$ cat config.mk
export PLATFORM = sky130hd
export DESIGN_NAME = mesh_area_volume_accumulator_flat
export DESIGN_NICKNAME = d
export VERILOG_FILES = /design/src/rtl/mav_pkg.sv /design/src/rtl/mav_if.sv /design/src/rtl/mav_sqrt.sv /design/src/rtl/mav_div6.sv /design/src/rtl/mesh_area_volume_accumulator.sv /design/src/flat_wrapper.sv
export SDC_FILE = /design/constraint.sdc
export NUM_CORES = 2
export LEC_CHECK = 0
export BUFFER_PORTS_ARGS = -buffer_cell sky130_fd_sc_hd__clkbuf_2
export CAP_MARGIN = 15
export CORE_UTILIZATION = 40
export CTS_CLUSTER_SIZE = 28
export DETAILED_ROUTE_END_ITERATION = 16
export PLACE_DENSITY = 0.64
export SLEW_MARGIN = 20
export SYNTH_ARGS = -nofsm -noshare
export SYNTH_HDL_FRONTEND = slang
export SYNTH_HIERARCHICAL = 1
export SYNTH_SLANG_ARGS = --single-unit
$ cat constraint.sdc
create_clock -name clk -period 17.6 [get_ports clk]
set_input_delay 3.52 -clock clk [delete_from_list [all_inputs] [get_ports clk]]
set_output_delay 3.52 -clock clk [all_outputs]
set_load 0.1 [all_outputs]
$ cat src/rtl/mav_pkg.sv
// mav_pkg: shared constants for the mesh area/volume accumulator
// no dependencies; compiled first
package mav_pkg;

  localparam int COORD_BITS_DEF = 16;
  localparam int FIELD_BITS     = 16;
  localparam int AREA_BITS      = 35;
  localparam int VOL_BITS       = 47;
  localparam int TAREA_BITS     = 51;
  localparam int TVOL_BITS      = 61;
  localparam int SUM6_BITS      = 64;
  localparam int RAD_BITS       = 70;
  localparam int NUM_STEPS      = 21;

endpackage

$ cat src/rtl/mav_if.sv
// mav_in_if / mav_out_if: valid/ready channels for triangles and results
// depends on mav_pkg
interface mav_in_if;
  logic valid;
  logic ready;
  logic [mav_pkg::FIELD_BITS-1:0] v1_x, v1_y, v1_z;
  logic [mav_pkg::FIELD_BITS-1:0] v2_x, v2_y, v2_z;
  logic [mav_pkg::FIELD_BITS-1:0] v3_x, v3_y, v3_z;
  logic last_triangle;
  modport source (output valid, v1_x, v1_y, v1_z, v2_x, v2_y, v2_z,
                  v3_x, v3_y, v3_z, last_triangle, input ready);
  modport sink (input valid, v1_x, v1_y, v1_z, v2_x, v2_y, v2_z,
                v3_x, v3_y, v3_z, last_triangle, output ready);
endinterface

interface mav_out_if;
  logic valid;
  logic ready;
  logic [mav_pkg::AREA_BITS-1:0]  tri_area;
  logic [mav_pkg::VOL_BITS-1:0]   tri_volume;
  logic [mav_pkg::TAREA_BITS-1:0] total_area;
  logic [mav_pkg::TVOL_BITS-1:0]  mesh_volume;
  logic mesh_done;
  modport source (output valid, tri_area, tri_volume, total_area, mesh_volume,
                  mesh_done, input ready);
  modport sink (input valid, tri_area, tri_volume, total_area, mesh_volume,
                mesh_done, output ready);
endinterface

$ cat src/rtl/mav_sqrt.sv
// mav_sqrt: digit-by-digit floor integer square root, one root bit per cycle
// depends on mav_pkg
module mav_sqrt #(
  parameter int RBITS = mav_pkg::RAD_BITS
) (
  input  logic                 clk,
  input  logic                 rst_n,
  input  logic                 start,
  input  logic [RBITS-1:0]     radicand,
  output logic                 busy,
  output logic [RBITS/2-1:0]   root
);
  import mav_pkg::*;
  localparam int QB = RBITS / 2;
  localparam int CB = $clog2(QB + 1);
  localparam int WB = QB + 4;

  logic [RBITS-1:0] rad_r, rad_nxt;
  logic [QB-1:0]    q_r, q_nxt;
  logic [WB-1:0]    rem_r, rem_nxt;
  logic [CB-1:0]    cnt_r, cnt_nxt;
  logic             busy_r, busy_nxt;
  logic [WB-1:0]    shifted, trial;

  always_comb begin
    shifted  = {rem_r[WB-3:0], rad_r[RBITS-1 -: 2]};
    trial    = WB'({q_r, 2'b01});
    rad_nxt  = rad_r;
    q_nxt    = q_r;
    rem_nxt  = rem_r;
    cnt_nxt  = cnt_r;
    busy_nxt = busy_r;
    if (start) begin
      rad_nxt  = radicand;
      q_nxt    = '0;
      rem_nxt  = '0;
      cnt_nxt  = CB'(QB);
      busy_nxt = 1'b1;
    end else if (busy_r) begin
      rad_nxt = rad_r << 2;
      if (shifted >= trial) begin
        rem_nxt = shifted - trial;
        q_nxt   = {q_r[QB-2:0], 1'b1};
      end else begin
        rem_nxt = shifted;
        q_nxt   = {q_r[QB-2:0], 1'b0};
      end
      cnt_nxt = cnt_r - 1'b1;
      if (cnt_r == CB'(1)) busy_nxt = 1'b0;
    end
  end

  always_ff @(posedge clk) begin
    if (!rst_n) begin
      busy_r <= 1'b0;
      cnt_r  <= '0;
    end else begin
      busy_r <= busy_nxt;
      cnt_r  <= cnt_nxt;
    end
    rad_r <= rad_nxt;
    q_r   <= q_nxt;
    rem_r <= rem_nxt;
  end

  assign busy = busy_r;
  assign root = q_r;

  a_cnt_busy: assert property (@(posedge clk) disable iff (!rst_n)
    busy_r |-> (cnt_r != '0)) else $error("sqrt busy with zero count");
  a_start_busy: assert property (@(posedge clk) disable iff (!rst_n)
    start |=> busy_r) else $error("sqrt did not start");
  a_done: assert property (@(posedge clk) disable iff (!rst_n)
    (busy_r && cnt_r == CB'(1) && !start) |=> !busy_r) else $error("sqrt overran");
endmodule

$ cat src/rtl/mav_div6.sv
// mav_div6: unsigned division by six; halve, then divide by three with a
// shift-add series and a small remainder fix; depends on mav_pkg
module mav_div6 #(
  parameter int DBITS = mav_pkg::SUM6_BITS
) (
  input  logic             clk,
  input  logic             rst_n,
  input  logic             start,
  input  logic [DBITS-1:0] dividend,
  output logic             busy,
  output logic [DBITS-1:0] quotient
);
  import mav_pkg::*;
  localparam int STEPS = 6;
  localparam int CB    = $clog2(STEPS + 1);

  logic [DBITS-1:0] num_r, num_nxt;
  logic [DBITS-1:0] q_r, q_nxt;
  logic [CB-1:0]    cnt_r, cnt_nxt;
  logic             busy_r, busy_nxt;
  logic [4:0]       rem;
  logic [8:0]       fix;

  always_comb begin
    // series result undershoots by less than 32, so five remainder bits do
    rem = num_r[4:0] - q_r[4:0] - {q_r[3:0], 1'b0};
    // rem * 11 / 32 is rem / 3 for rem below 32
    fix = {4'd0, rem} + {3'd0, rem, 1'b0} + {1'b0, rem, 3'd0};
    num_nxt  = num_r;
    q_nxt    = q_r;
    cnt_nxt  = cnt_r;
    busy_nxt = busy_r;
    if (start) begin
      num_nxt  = dividend >> 1;
      q_nxt    = '0;
      cnt_nxt  = CB'(STEPS);
      busy_nxt = 1'b1;
    end else if (busy_r) begin
      case (cnt_r)
        CB'(6):  q_nxt = (num_r >> 2) + (num_r >> 4);
        CB'(5):  q_nxt = q_r + (q_r >> 4);
        CB'(4):  q_nxt = q_r + (q_r >> 8);
        CB'(3):  q_nxt = q_r + (q_r >> 16);
        CB'(2):  q_nxt = q_r + (q_r >> 32);
        CB'(1):  q_nxt = q_r + DBITS'(fix[8:5]);
        default: q_nxt = q_r;
      endcase
      cnt_nxt = cnt_r - 1'b1;
      if (cnt_r == CB'(1)) busy_nxt = 1'b0;
    end
  end

  always_ff @(posedge clk) begin
    if (!rst_n) begin
      busy_r <= 1'b0;
      cnt_r  <= '0;
    end else begin
      busy_r <= busy_nxt;
      cnt_r  <= cnt_nxt;
    end
    num_r <= num_nxt;
    q_r   <= q_nxt;
  end

  assign busy     = busy_r;
  assign quotient = q_r;

  a_start: assert property (@(posedge clk) disable iff (!rst_n)
    start |=> (busy_r && cnt_r == CB'(STEPS))) else $error("div6 did not start");
  a_cnt: assert property (@(posedge clk) disable iff (!rst_n)
    busy_r |-> (cnt_r != '0)) else $error("div6 busy with zero count");
  a_done: assert property (@(posedge clk) disable iff (!rst_n)
    (busy_r && cnt_r == CB'(1) && !start) |=> !busy_r) else $error("div6 overran");
endmodule

$ cat src/rtl/mesh_area_volume_accumulator.sv
// mesh_area_volume_accumulator: top level, sequencer around a shared multiplier
// depends on mav_pkg, mav_if, mav_sqrt, mav_div6
//
// usage
// - in_if carries one triangle per beat (nine signed coordinates, 8 fraction
//   bits, low COORD_BITS bits used) plus last_triangle
// - out_if carries one result beat per triangle: area, signed volume, and on
//   the last triangle the mesh totals with mesh_done set
// - per triangle: the shared 36x18 multiplier steps through the cross product,
//   determinant and squared length (S_MUL), then a launch state, a wait on the
//   square root unit (the volume division by six runs alongside), an accumulate
//   state and an output load state, from accept to result
// - the last triangle adds the total-volume division (S_TLAUNCH, S_TOTAL)
// - in_ready is high only in idle; a pending result in the output register
//   does not block a new accept, only the final load of the next result
// - if out_ready stays low the sequencer holds its result until the output
//   register frees up
// - synchronous reset clears sums, sequencer and output valid
module mesh_area_volume_accumulator #(
  parameter int COORD_BITS = mav_pkg::COORD_BITS_DEF
) (
  input logic     clk,
  input logic     rst_n,
  mav_in_if.sink  in_if,
  mav_out_if.source out_if
);
  import mav_pkg::*;

  typedef enum logic [2:0] {
    S_IDLE, S_MUL, S_LAUNCH, S_ROOT, S_ACCUM, S_TLAUNCH, S_TOTAL, S_DONE
  } state_t;

  localparam int SB  = $clog2(NUM_STEPS);
  localparam int SHF = FIELD_BITS - COORD_BITS;
  localparam logic [TAREA_BITS-1:0] AREA_MAX = '1;

  function automatic logic signed [17:0] crd(input logic [FIELD_BITS-1:0] raw);
    logic [FIELD_BITS-1:0] sh;
    sh  = raw << SHF;
    crd = 18'(signed'(sh) >>> SHF);
  endfunction

  function automatic logic signed [35:0] mag36(input logic signed [35:0] v);
    mag36 = v[35] ? -v : v;
  endfunction

  state_t state_r;
  logic [SB-1:0] step_r;
  logic last_r;
  logic signed [17:0] x1_r, y1_r, z1_r, x2_r, y2_r, z2_r, x3_r, y3_r, z3_r;
  logic signed [17:0] a1_r, a2_r, a3_r, b1_r, b2_r, b3_r;
  logic signed [35:0] t_r, m_r, c0_r, c1_r, c2_r;
  logic signed [51:0] det_r;
  logic [RAD_BITS-1:0] sq_r;
  logic [TAREA_BITS-1:0] area_sum_r;
  logic signed [SUM6_BITS-1:0] vol6_sum_r;
  logic [AREA_BITS-1:0] area_r;
  logic [VOL_BITS-1:0] vol_r;

  logic out_valid_r;
  logic [AREA_BITS-1:0] o_area_r;
  logic [VOL_BITS-1:0] o_vol_r;
  logic [TAREA_BITS-1:0] o_tarea_r;
  logic [TVOL_BITS-1:0] o_tvol_r;
  logic o_done_r;

  // shared multiplier
  logic signed [35:0] mul_a;
  logic signed [17:0] mul_b;
  logic signed [53:0] prod;
  logic signed [35:0] mc;

  always_comb begin
    mul_a = '0;
    mul_b = '0;
    mc    = '0;
    case (step_r)
      5'd0:  begin mul_a = 36'(a2_r); mul_b = b3_r; end
      5'd1:  begin mul_a = 36'(a3_r); mul_b = b2_r; end
      5'd2:  begin mul_a = 36'(a3_r); mul_b = b1_r; end
      5'd3:  begin mul_a = 36'(a1_r); mul_b = b3_r; end
      5'd4:  begin mul_a = 36'(a1_r); mul_b = b2_r; end
      5'd5:  begin mul_a = 36'(a2_r); mul_b = b1_r; end
      5'd6:  begin mul_a = 36'(y2_r); mul_b = z3_r; end
      5'd7:  begin mul_a = 36'(z2_r); mul_b = y3_r; end
      5'd8:  begin mul_a = m_r;       mul_b = x1_r; end
      5'd9:  begin mul_a = 36'(z2_r); mul_b = x3_r; end
      5'd10: begin mul_a = 36'(x2_r); mul_b = z3_r; end
      5'd11: begin mul_a = m_r;       mul_b = y1_r; end
      5'd12: begin mul_a = 36'(x2_r); mul_b = y3_r; end
      5'd13: begin mul_a = 36'(y2_r); mul_b = x3_r; end
      5'd14: begin mul_a = m_r;       mul_b = z1_r; end
      5'd15: begin mc = mag36(c0_r); mul_a = mc; mul_b = {1'b0, mc[16:0]}; end
      5'd16: begin mc = mag36(c0_r); mul_a = mc; mul_b = {1'b0, mc[33:17]}; end
      5'd17: begin mc = mag36(c1_r); mul_a = mc; mul_b = {1'b0, mc[16:0]}; end
      5'd18: begin mc = mag36(c1_r); mul_a = mc; mul_b = {1'b0, mc[33:17]}; end
      5'd19: begin mc = mag36(c2_r); mul_a = mc; mul_b = {1'b0, mc[16:0]}; end
      5'd20: begin mc = mag36(c2_r); mul_a = mc; mul_b = {1'b0, mc[33:17]}; end
      default: begin mul_a = '0; mul_b = '0; end
    endcase
    prod = mul_a * mul_b;
  end

  // iterative units
  logic sq_start, sq_busy, dv_start, dv_busy;
  logic [AREA_BITS-1:0] root;
  logic [SUM6_BITS-1:0] dv_in, dv_q;
  logic [SUM6_BITS-1:0] det_mag, sum_mag;

  assign det_mag = 64'(unsigned'(det_r[51] ? -det_r : det_r));
  assign sum_mag = vol6_sum_r[SUM6_BITS-1] ? (64'd0 - 64'(vol6_sum_r)) : 64'(vol6_sum_r);
  assign sq_start = (state_r == S_LAUNCH);
  assign dv_start = (state_r == S_LAUNCH) || (state_r == S_TLAUNCH);
  assign dv_in = (state_r == S_TLAUNCH) ? sum_mag : det_mag;

  mav_sqrt #(.RBITS(RAD_BITS)) u_sqrt (
    .clk, .rst_n, .start(sq_start), .radicand(sq_r),
    .busy(sq_busy), .root(root)
  );

  mav_div6 #(.DBITS(SUM6_BITS)) u_div6 (
    .clk, .rst_n, .start(dv_start), .dividend(dv_in),
    .busy(dv_busy), .quotient(dv_q)
  );

  // sum updates
  logic [TAREA_BITS:0] area_add;
  logic signed [SUM6_BITS-1:0] det64, vol_add;
  logic vol_ovf;
  assign area_add = {1'b0, area_sum_r} + (TAREA_BITS+1)'(area_r);
  assign det64    = 64'(det_r);
  assign vol_add  = vol6_sum_r + det64;
  assign vol_ovf  = (vol6_sum_r[63] == det64[63]) && (vol_add[63] != det64[63]);

  logic in_acc, out_free, out_load;
  assign in_acc   = in_if.valid && in_if.ready;
  assign out_free = !out_valid_r || out_if.ready;
  assign out_load = (state_r == S_DONE) && out_free;
  assign in_if.ready = (state_r == S_IDLE);

  always_ff @(posedge clk) begin
    if (!rst_n) begin
      state_r     <= S_IDLE;
      step_r      <= '0;
      area_sum_r  <= '0;
      vol6_sum_r  <= '0;
      out_valid_r <= 1'b0;
    end else begin
      // a new load wins over the drain of the old beat
      if (out_load) out_valid_r <= 1'b1;
      else if (out_if.ready) out_valid_r <= 1'b0;
      case (state_r)
        S_IDLE: begin
          if (in_acc) begin
            x1_r <= crd(in_if.v1_x); y1_r <= crd(in_if.v1_y); z1_r <= crd(in_if.v1_z);
            x2_r <= crd(in_if.v2_x); y2_r <= crd(in_if.v2_y); z2_r <= crd(in_if.v2_z);
            x3_r <= crd(in_if.v3_x); y3_r <= crd(in_if.v3_y); z3_r <= crd(in_if.v3_z);
            a1_r <= crd(in_if.v2_x) - crd(in_if.v1_x);
            a2_r <= crd(in_if.v2_y) - crd(in_if.v1_y);
            a3_r <= crd(in_if.v2_z) - crd(in_if.v1_z);
            b1_r <= crd(in_if.v3_x) - crd(in_if.v1_x);
            b2_r <= crd(in_if.v3_y) - crd(in_if.v1_y);
            b3_r <= crd(in_if.v3_z) - crd(in_if.v1_z);
            last_r  <= in_if.last_triangle;
            det_r   <= '0;
            sq_r    <= '0;
            step_r  <= '0;
            state_r <= S_MUL;
          end
        end
        S_MUL: begin
          case (step_r)
            5'd0, 5'd2, 5'd4, 5'd6, 5'd9, 5'd12: t_r <= prod[35:0];
            5'd1:  c0_r <= t_r - prod[35:0];
            5'd3:  c1_r <= t_r - prod[35:0];
            5'd5:  c2_r <= t_r - prod[35:0];
            5'd7, 5'd10, 5'd13: m_r <= t_r - prod[35:0];
            5'd8, 5'd11, 5'd14: det_r <= det_r + prod[51:0];
            5'd15, 5'd17, 5'd19: sq_r <= sq_r + RAD_BITS'(prod[51:0]);
            5'd16, 5'd18, 5'd20: sq_r <= sq_r + (RAD_BITS'(prod[51:0]) << 17);
            default: t_r <= t_r;
          endcase
          if (step_r == SB'(NUM_STEPS - 1)) state_r <= S_LAUNCH;
          else step_r <= step_r + 1'b1;
        end
        S_LAUNCH: state_r <= S_ROOT;
        S_ROOT: begin
          if (!sq_busy && !dv_busy) begin
            area_r  <= root;
            vol_r   <= VOL_BITS'(det_r[51] ? (64'd0 - dv_q) : dv_q);
            state_r <= S_ACCUM;
          end
        end
        S_ACCUM: begin
          area_sum_r <= area_add[TAREA_BITS] ? AREA_MAX : area_add[TAREA_BITS-1:0];
          if (vol_ovf)
            vol6_sum_r <= det64[63] ? {1'b1, 63'd0} : {1'b0, {63{1'b1}}};
          else
            vol6_sum_r <= vol_add;
          state_r <= last_r ? S_TLAUNCH : S_DONE;
        end
        S_TLAUNCH: state_r <= S_TOTAL;
        S_TOTAL:   if (!dv_busy) state_r <= S_DONE;
        S_DONE: begin
          if (out_free) begin
            o_area_r    <= area_r;
            o_vol_r     <= vol_r;
            o_done_r    <= last_r;
            o_tarea_r   <= last_r ? area_sum_r : '0;
            o_tvol_r    <= last_r ? dv_q[TVOL_BITS-1:0] : '0;
            if (last_r) begin
              area_sum_r <= '0;
              vol6_sum_r <= '0;
            end
            state_r <= S_IDLE;
          end
        end
        default: state_r <= S_IDLE;
      endcase
    end
  end

  assign out_if.valid        = out_valid_r;
  assign out_if.tri_area     = o_area_r;
  assign out_if.tri_volume   = o_vol_r;
  assign out_if.total_area   = o_tarea_r;
  assign out_if.mesh_volume  = o_tvol_r;
  assign out_if.mesh_done    = o_done_r;

  a_no_accept_busy: assert property (@(posedge clk) disable iff (!rst_n)
    in_acc |=> !in_if.ready) else $error("accepted while working");
  a_units_idle: assert property (@(posedge clk) disable iff (!rst_n)
    (state_r == S_IDLE) |-> (!sq_busy && !dv_busy)) else $error("unit busy in idle");
  a_sums_clear: assert property (@(posedge clk) disable iff (!rst_n)
    (out_load && last_r) |=> (area_sum_r == '0 && vol6_sum_r == '0))
    else $error("sums not cleared after last triangle");
  a_load: assert property (@(posedge clk) disable iff (!rst_n)
    out_load |=> out_valid_r) else $error("result not loaded");
endmodule
$ cat src/flat_wrapper.sv
// flat-port wrapper written by rule: the top's interface ports become plain ports
module mesh_area_volume_accumulator_flat import mav_pkg::*;
#(
  parameter int COORD_BITS = mav_pkg::COORD_BITS_DEF
)
  (clk, rst_n, in_if_valid, in_if_v1_x, in_if_v1_y, in_if_v1_z, in_if_v2_x, in_if_v2_y, in_if_v2_z, in_if_v3_x, in_if_v3_y, in_if_v3_z, in_if_last_triangle, in_if_ready, out_if_valid, out_if_tri_area, out_if_tri_volume, out_if_total_area, out_if_mesh_volume, out_if_mesh_done, out_if_ready);
  mav_in_if in_if_i ();
  mav_out_if out_if_i ();
  input logic clk;
  input logic rst_n;
  input wire logic [$bits(in_if_i.valid)-1:0] in_if_valid;
  input wire logic [$bits(in_if_i.v1_x)-1:0] in_if_v1_x;
  input wire logic [$bits(in_if_i.v1_y)-1:0] in_if_v1_y;
  input wire logic [$bits(in_if_i.v1_z)-1:0] in_if_v1_z;
  input wire logic [$bits(in_if_i.v2_x)-1:0] in_if_v2_x;
  input wire logic [$bits(in_if_i.v2_y)-1:0] in_if_v2_y;
  input wire logic [$bits(in_if_i.v2_z)-1:0] in_if_v2_z;
  input wire logic [$bits(in_if_i.v3_x)-1:0] in_if_v3_x;
  input wire logic [$bits(in_if_i.v3_y)-1:0] in_if_v3_y;
  input wire logic [$bits(in_if_i.v3_z)-1:0] in_if_v3_z;
  input wire logic [$bits(in_if_i.last_triangle)-1:0] in_if_last_triangle;
  output wire logic [$bits(in_if_i.ready)-1:0] in_if_ready;
  output wire logic [$bits(out_if_i.valid)-1:0] out_if_valid;
  output wire logic [$bits(out_if_i.tri_area)-1:0] out_if_tri_area;
  output wire logic [$bits(out_if_i.tri_volume)-1:0] out_if_tri_volume;
  output wire logic [$bits(out_if_i.total_area)-1:0] out_if_total_area;
  output wire logic [$bits(out_if_i.mesh_volume)-1:0] out_if_mesh_volume;
  output wire logic [$bits(out_if_i.mesh_done)-1:0] out_if_mesh_done;
  input wire logic [$bits(out_if_i.ready)-1:0] out_if_ready;
  assign in_if_i.valid = in_if_valid;
  assign in_if_i.v1_x = in_if_v1_x;
  assign in_if_i.v1_y = in_if_v1_y;
  assign in_if_i.v1_z = in_if_v1_z;
  assign in_if_i.v2_x = in_if_v2_x;
  assign in_if_i.v2_y = in_if_v2_y;
  assign in_if_i.v2_z = in_if_v2_z;
  assign in_if_i.v3_x = in_if_v3_x;
  assign in_if_i.v3_y = in_if_v3_y;
  assign in_if_i.v3_z = in_if_v3_z;
  assign in_if_i.last_triangle = in_if_last_triangle;
  assign in_if_ready = in_if_i.ready;
  assign out_if_valid = out_if_i.valid;
  assign out_if_tri_area = out_if_i.tri_area;
  assign out_if_tri_volume = out_if_i.tri_volume;
  assign out_if_total_area = out_if_i.total_area;
  assign out_if_mesh_volume = out_if_i.mesh_volume;
  assign out_if_mesh_done = out_if_i.mesh_done;
  assign out_if_i.ready = out_if_ready;
  mesh_area_volume_accumulator #(.COORD_BITS(COORD_BITS)) u_core (.clk(clk), .rst_n(rst_n), .in_if(in_if_i), .out_if(out_if_i));
endmodule
# Word-level counts from Yosys, hierarchy flattened
# Index checks and enable logic that the tools add are counted.
[word_totals]
regBits = 1236
inputBits = 149
output_inout_bits = 197
elab_cells = 233
[op_classes]
add_sub_neg = 32
n_mul = 1
n_lt_le_gt_ge = 1
n_eq_ne = 45
muxes = 51
bitwise = 1
n_reduce_logical = 54
[ops]
columns = ["cell", "count"]
rows = [
  ["case mux 64 bit (6 select lines)", 1],
  ["case mux 36 bit (10 select lines)", 1],
  ["case mux 70 bit (2 select lines)", 2],
  ["case mux 18 bit (15 select lines)", 1],
  ["2-to-1 mux 64 bit", 4],
  ["2-to-1 mux 70 bit", 3],
  ["2-to-1 mux 52 bit", 4],
  ["2-to-1 mux 51 bit", 3],
  ["case mux 64 bit (2 select lines)", 1],
  ["2-to-1 mux 36 bit", 3],
  ["negator 36 bit", 3],
  ["case mux 52 bit (2 select lines)", 1],
  ["case mux 51 bit (2 select lines)", 1],
  ["subtractor 16 x 16 -> 17 bit", 6],
  ["adder 70 x 52 -> 70 bit", 1],
  ["adder 70 x 69 -> 70 bit", 1],
  ["adder 64 x 32 -> 64 bit", 1],
  ["adder 64 x 4 -> 64 bit", 1],
  ["adder 64 x 48 -> 64 bit", 1],
  ["adder 64 x 52 -> 64 bit", 1],
  ["adder 64 x 56 -> 64 bit", 1],
  ["adder 64 x 60 -> 64 bit", 1],
  ["subtractor 1 x 64 -> 64 bit, first input constant", 1],
  ["2-to-1 mux 63 bit", 1],
  ["53 further kinds", 141],
]

# Depth between registers and ports, before layout
[logic_depth]
depth_word = 7
mapped_depth = 51
mapped_depth_nobuf = 47

# Hierarchy
# The synthesis kept the hierarchy.
[modules_own_cells]
columns = ["module", "instances", "cells_each", "area_each_um2", "seq_area_each_um2"]
rows = [
  ["mesh_area_volume_accumulator", 1, 8537, 81563.2, 27286.2],
  ["mav_div6", 1, 1655, 13202.7, 3253.1],
  ["mav_sqrt", 1, 829, 8306.7, 3683.5],
]

# Worst setup path before layout
# OpenSTA, ideal clock, no wires.
[synth_timing]
kind = "input to register"
from = "input port rst_n"
to = "register u_core.a1_r[0], enable pin"
setup_time_ps = 860
t_arrival_ps = 14366
t_required_ps = 16740
setup_slack_ps = 2374
cell_stages = 4
n_path_buf = 2
path_cell_list = "clkbuf_1 clkbuf_1 nand2_1 nor2_1"
[synth_between]
elab_chain_len = 1
[synth_lines]
columns = ["element", "line", "text"]
rows = [
  ["start: declaration", "flat_wrapper.sv:10", "input logic rst_n;"],
  ["AND reduction 3 bit (no line)", "n/a", ""],
  ["end signal: assignment", "mesh_area_volume_accumulator.sv:158", "a1_r <= crd(in_if.v2_x) - crd(in_if.v1_x);"],
  ["end: declaration", "mesh_area_volume_accumulator.sv:51", "logic signed [17:0] a1_r, a2_r, a3_r, b1_r, b2_r, b3_r;"],
]
# Every way passes these cells.
# A chain may end at the register's enable or synchronous reset.

# Final worst setup path
[layout_timing]
from = "register u_core.step_r[0]"
to = "register u_core.sq_r[64], data pin"
[layout_between]
elab_chain_len = 7
elab_cells_between_ends = 46
cone_classes = "2 x add/sub; 1 x mul; 20 x eq/ne; 4 x mux; 19 x reduce/logical"
[layout_lines]
columns = ["element", "line", "text"]
rows = [
  ["start: declaration", "mesh_area_volume_accumulator.sv:48", "logic [SB-1:0] step_r;"],
  ["start signal: assignment", "mesh_area_volume_accumulator.sv:184", "else step_r <= step_r + 1'b1;"],
  ["equality test 5 x 4 -> 1 bit, or another cell as far along", "mesh_area_volume_accumulator.sv:77", "case (step_r)"],
  ["OR reduction 3 bit (no line) or OR reduction 2 bit (tied branches)", "n/a", ""],
  ["case mux 36 bit (10 select lines) or case mux 18 bit (15 select lines) (tied branches)", "mesh_area_volume_accumulator.sv:77", ""],
  ["multiplier 36 x 18 -> 52 bit *", "mesh_area_volume_accumulator.sv:101", "prod = mul_a * mul_b;"],
  ["via u_core.prod[35]", "mesh_area_volume_accumulator.sv:70", "logic signed [53:0] prod;"],
  ["adder 70 x 69 -> 70 bit or adder 70 x 52 -> 70 bit (tied branches)", "mesh_area_volume_accumulator.sv:180, mesh_area_volume_accumulator.sv:179", ""],
  ["case mux 70 bit (2 select lines) *", "mesh_area_volume_accumulator.sv:172", "case (step_r)"],
  ["case mux 70 bit (2 select lines) *", "mesh_area_volume_accumulator.sv:152", "case (state_r)"],
  ["end signal: assignment", "mesh_area_volume_accumulator.sv:179", "5'd15, 5'd17, 5'd19: sq_r <= sq_r + RAD_BITS'(prod[51:0]);"],
  ["end signal: assignment", "mesh_area_volume_accumulator.sv:180", "5'd16, 5'd18, 5'd20: sq_r <= sq_r + (RAD_BITS'(prod[51:0]) << 17);"],
  ["end: declaration", "mesh_area_volume_accumulator.sv:54", "logic [RAD_BITS-1:0] sq_r;"],
]
# Mark *: on every way through the listed nets, which the timed path passes. The rest lies on a longest branch.

==> results.toml <==
[status]
status = "completed"

[worst_setup_path]
worstSetupEndpointType = "flop"
worst_path_most_repeated_cell = "inv_1"
cpPeakStageDelay_ns = 0.93
required_ns = 18.13
worstPathArrival_ns = 14.47
startpoint_type = "flop"
crit_fanout = 34
r2r_slack_ns = 3.66
critPathKind = "flop to flop"
cp_slowest_cell = "xnor2_1"

[sta]
setup_viol = 0
finalSetupTns_ns = 0
finClkSkew_ns = 0.0569
max_freq_mhz = 71.8
timing.final.crit_period_ns = 13.94
rsz0062_at_grt = "no"
finalCritPeriodShare_pct = 79.2
finalHoldViolCount = 0
drv_slew = 0
tightest_slew_ns = 1.30
relSlewSlack_pct = 11.4

[clock_tree]
cts_buffers = 143
cts_num_sinks = 1230
postCtsSetupBuffers = 0
cts_tree = "built"
clkSlewWorstSetupHoldPaths_ns = 0.06
cts_hold_buf = 0
h-tree-depth = 4
insertion_delay_ns = 0.84
cts_buffer_depth = 3
cts-root-buf = "clkbuf_16"
cts_resized = 0

[die]
die_y_um = 510
core_area_mm2 = 0.255
start_util_pct = 40.4
die_w_um = 510
io_pins = 346
design.die.area_mm2 = 0.260
num_rows = 185

[yosys]
syn_nets = 12486
synth_area_mm2 = 0.103
avgSynthCellArea_um2 = 9.35
synthCells = 11019
ys_warn_count = 6

[global_routing]
antenna_found_initial = 11
first_global_vias = 84857
grt_max_degree = 129
grt_pass1_wl_um = 521000
grt.overflow.total = 0
track_usage_pct = 26.2

[flow_run]
drv_cap = 0

[routing]
drtIter0Drc = 8728
ant_nets = 0
via_per_inst = 5.86
drc = 0
wl_um = 347000
drt-pass1-iter-count = 7
wl_per_cell_um = 23.6
vias = 86171

[finish]
layout.nets = 12678
area_delta_synth_final_pct = 10.5
fill_cells = 24285
layout-drive-gt1-share_pct = 8.73

[place]
place.gp.congestion = 0.993
dp_hpwl_um = 267000
port-buffer-count = 345

[min_path]
hp-class = "flop to flop"
## state kept, by name, indices dropped and copies added (netlist names), 36 cells and up
| signal | count |
|---|---|
| u_core/sq_r | 70 |
| u_core/u_sqrt/rad_r | 70 |
| u_core/u_div6/quotient | 64 |
| u_core/vol6_sum_r | 64 |
| u_core/u_div6/num_r | 63 |
| u_core/out_if.mesh_volume | 61 |
| u_core/det_r | 52 |
| u_core/area_sum_r | 51 |
| u_core/out_if.total_area | 51 |
| u_core/out_if.tri_volume | 47 |
| u_core/vol_r | 47 |
| u_core/u_sqrt/rem_r | 37 |
| u_core/c0_r | 36 |
| u_core/c1_r | 36 |
| u_core/c2_r | 36 |
| u_core/m_r | 36 |
| u_core/t_r | 36 |
## routing by layer
metal,track usage [%],vias to the layer above,part of all wire (%)
li1,-,39418,-
met4,10.1,0,4.0
met2,43.6,3596,47
met1,34.5,42503,42
met5,0,-,0
met3,3.49,654,6.8
## area by class of cell
cell class | instances | area (um2) | share of cell area, %
Timing Repair Buffer | 519 | 3050 | 2.68
Inverter | 1019 | 3820 | 3.36
Tap cell | 3366 | 4210 | 3.70
Antenna cell | 6 | 15.0 | 0.0132
Sequential cell | 1230 | 34200 | 30.1
Clock inverter | 83 | 1200 | 1.06
Clock buffer | 176 | 3780 | 3.32
Multi-Input combinational cell | 8298 | 63600 | 55.8
## worst max-delay path, delay by kind of cell, from the launching register on
family	cells	cell delay, ns
AND/OR/NAND/NOR	3	1.02
flip-flops	1	0.42
buffers and inverters	8	0.96
adder cells (fa/ha/maj)	9	4.24
multiplexers	1	0.24
AO/OA/AOI/OAI	22	5.78
XOR/XNOR	1	0.93
## placed cells by master (no fill, tap or decap), types with 44 or more instances in the layout
cell,instances
ha_1,698
mux2i_1,56
nor3_1,158
nand2_1,1238
clkbuf_2,345
xor2_1,291
a21oi_1,720
o21ai_0,537
a222oi_1,61
nor2_1,822
a31oi_1,90
a21boi_0,58
dfxtp_1,269
o31ai_1,90
a22oi_1,45
xnor2_1,477
o41ai_1,44
fa_1,620
a221oi_1,51
buf_4,172
and2_1,243
or3_1,64
o21bai_1,94
and3_1,83
a211oi_1,90
inv_1,1017
o211ai_1,52
mux2_2,71
nand3_1,203
a22o_1,45
nand4_1,110
clkbuf_16,144
nor2b_1,75
edfxtp_1,959
nand2b_1,103
o21a_1,70
a21o_1,281
## final timing paths
| check | startpoint | end | cells after the start |
|---|---|---|---|
| setup / recovery | u_core/step_r[0]$_SDFFE_PN0P_ | u_core/sq_r[64]$_SDFFCE_PN0P_ | 44 |
| hold reg to reg | u_core/vol_r[2]$_DFFE_PP_ | u_core/out_if.tri_volume[2]$_DFFE_PP_ | 0 |
| setup reg to reg | u_core/step_r[0]$_SDFFE_PN0P_ | u_core/sq_r[64]$_SDFFCE_PN0P_ | 44 |
| hold / removal | u_core/vol_r[2]$_DFFE_PP_ | u_core/out_if.tri_volume[2]$_DFFE_PP_ | 0 |
## stage by stage
| step | hold slack (ns) | util [%] | instances | instance area, um2 | setup slack, ns |
|---|---|---|---|---|---|
| after floorplan | 0.400 | - | 11019 | 103000 | 2.37 |
| after global placement | 0.403 | 42.7 | 14431 | 109000 | 4.02 |
| after detailed placement | 0.405 | 42.7 | 14431 | 109000 | 3.84 |
| after CTS | 0.419 | 44.6 | 14690 | 114000 | 3.69 |
| after global routing | 0.423 | 44.6 | 14697 | 114000 | 3.15 |
| final | 0.419 | 44.6 | 14697 | 114000 | 3.66 |
Power is not shown: default switching activity piles up to over one toggle a cycle in this logic, so the estimate is an artifact.
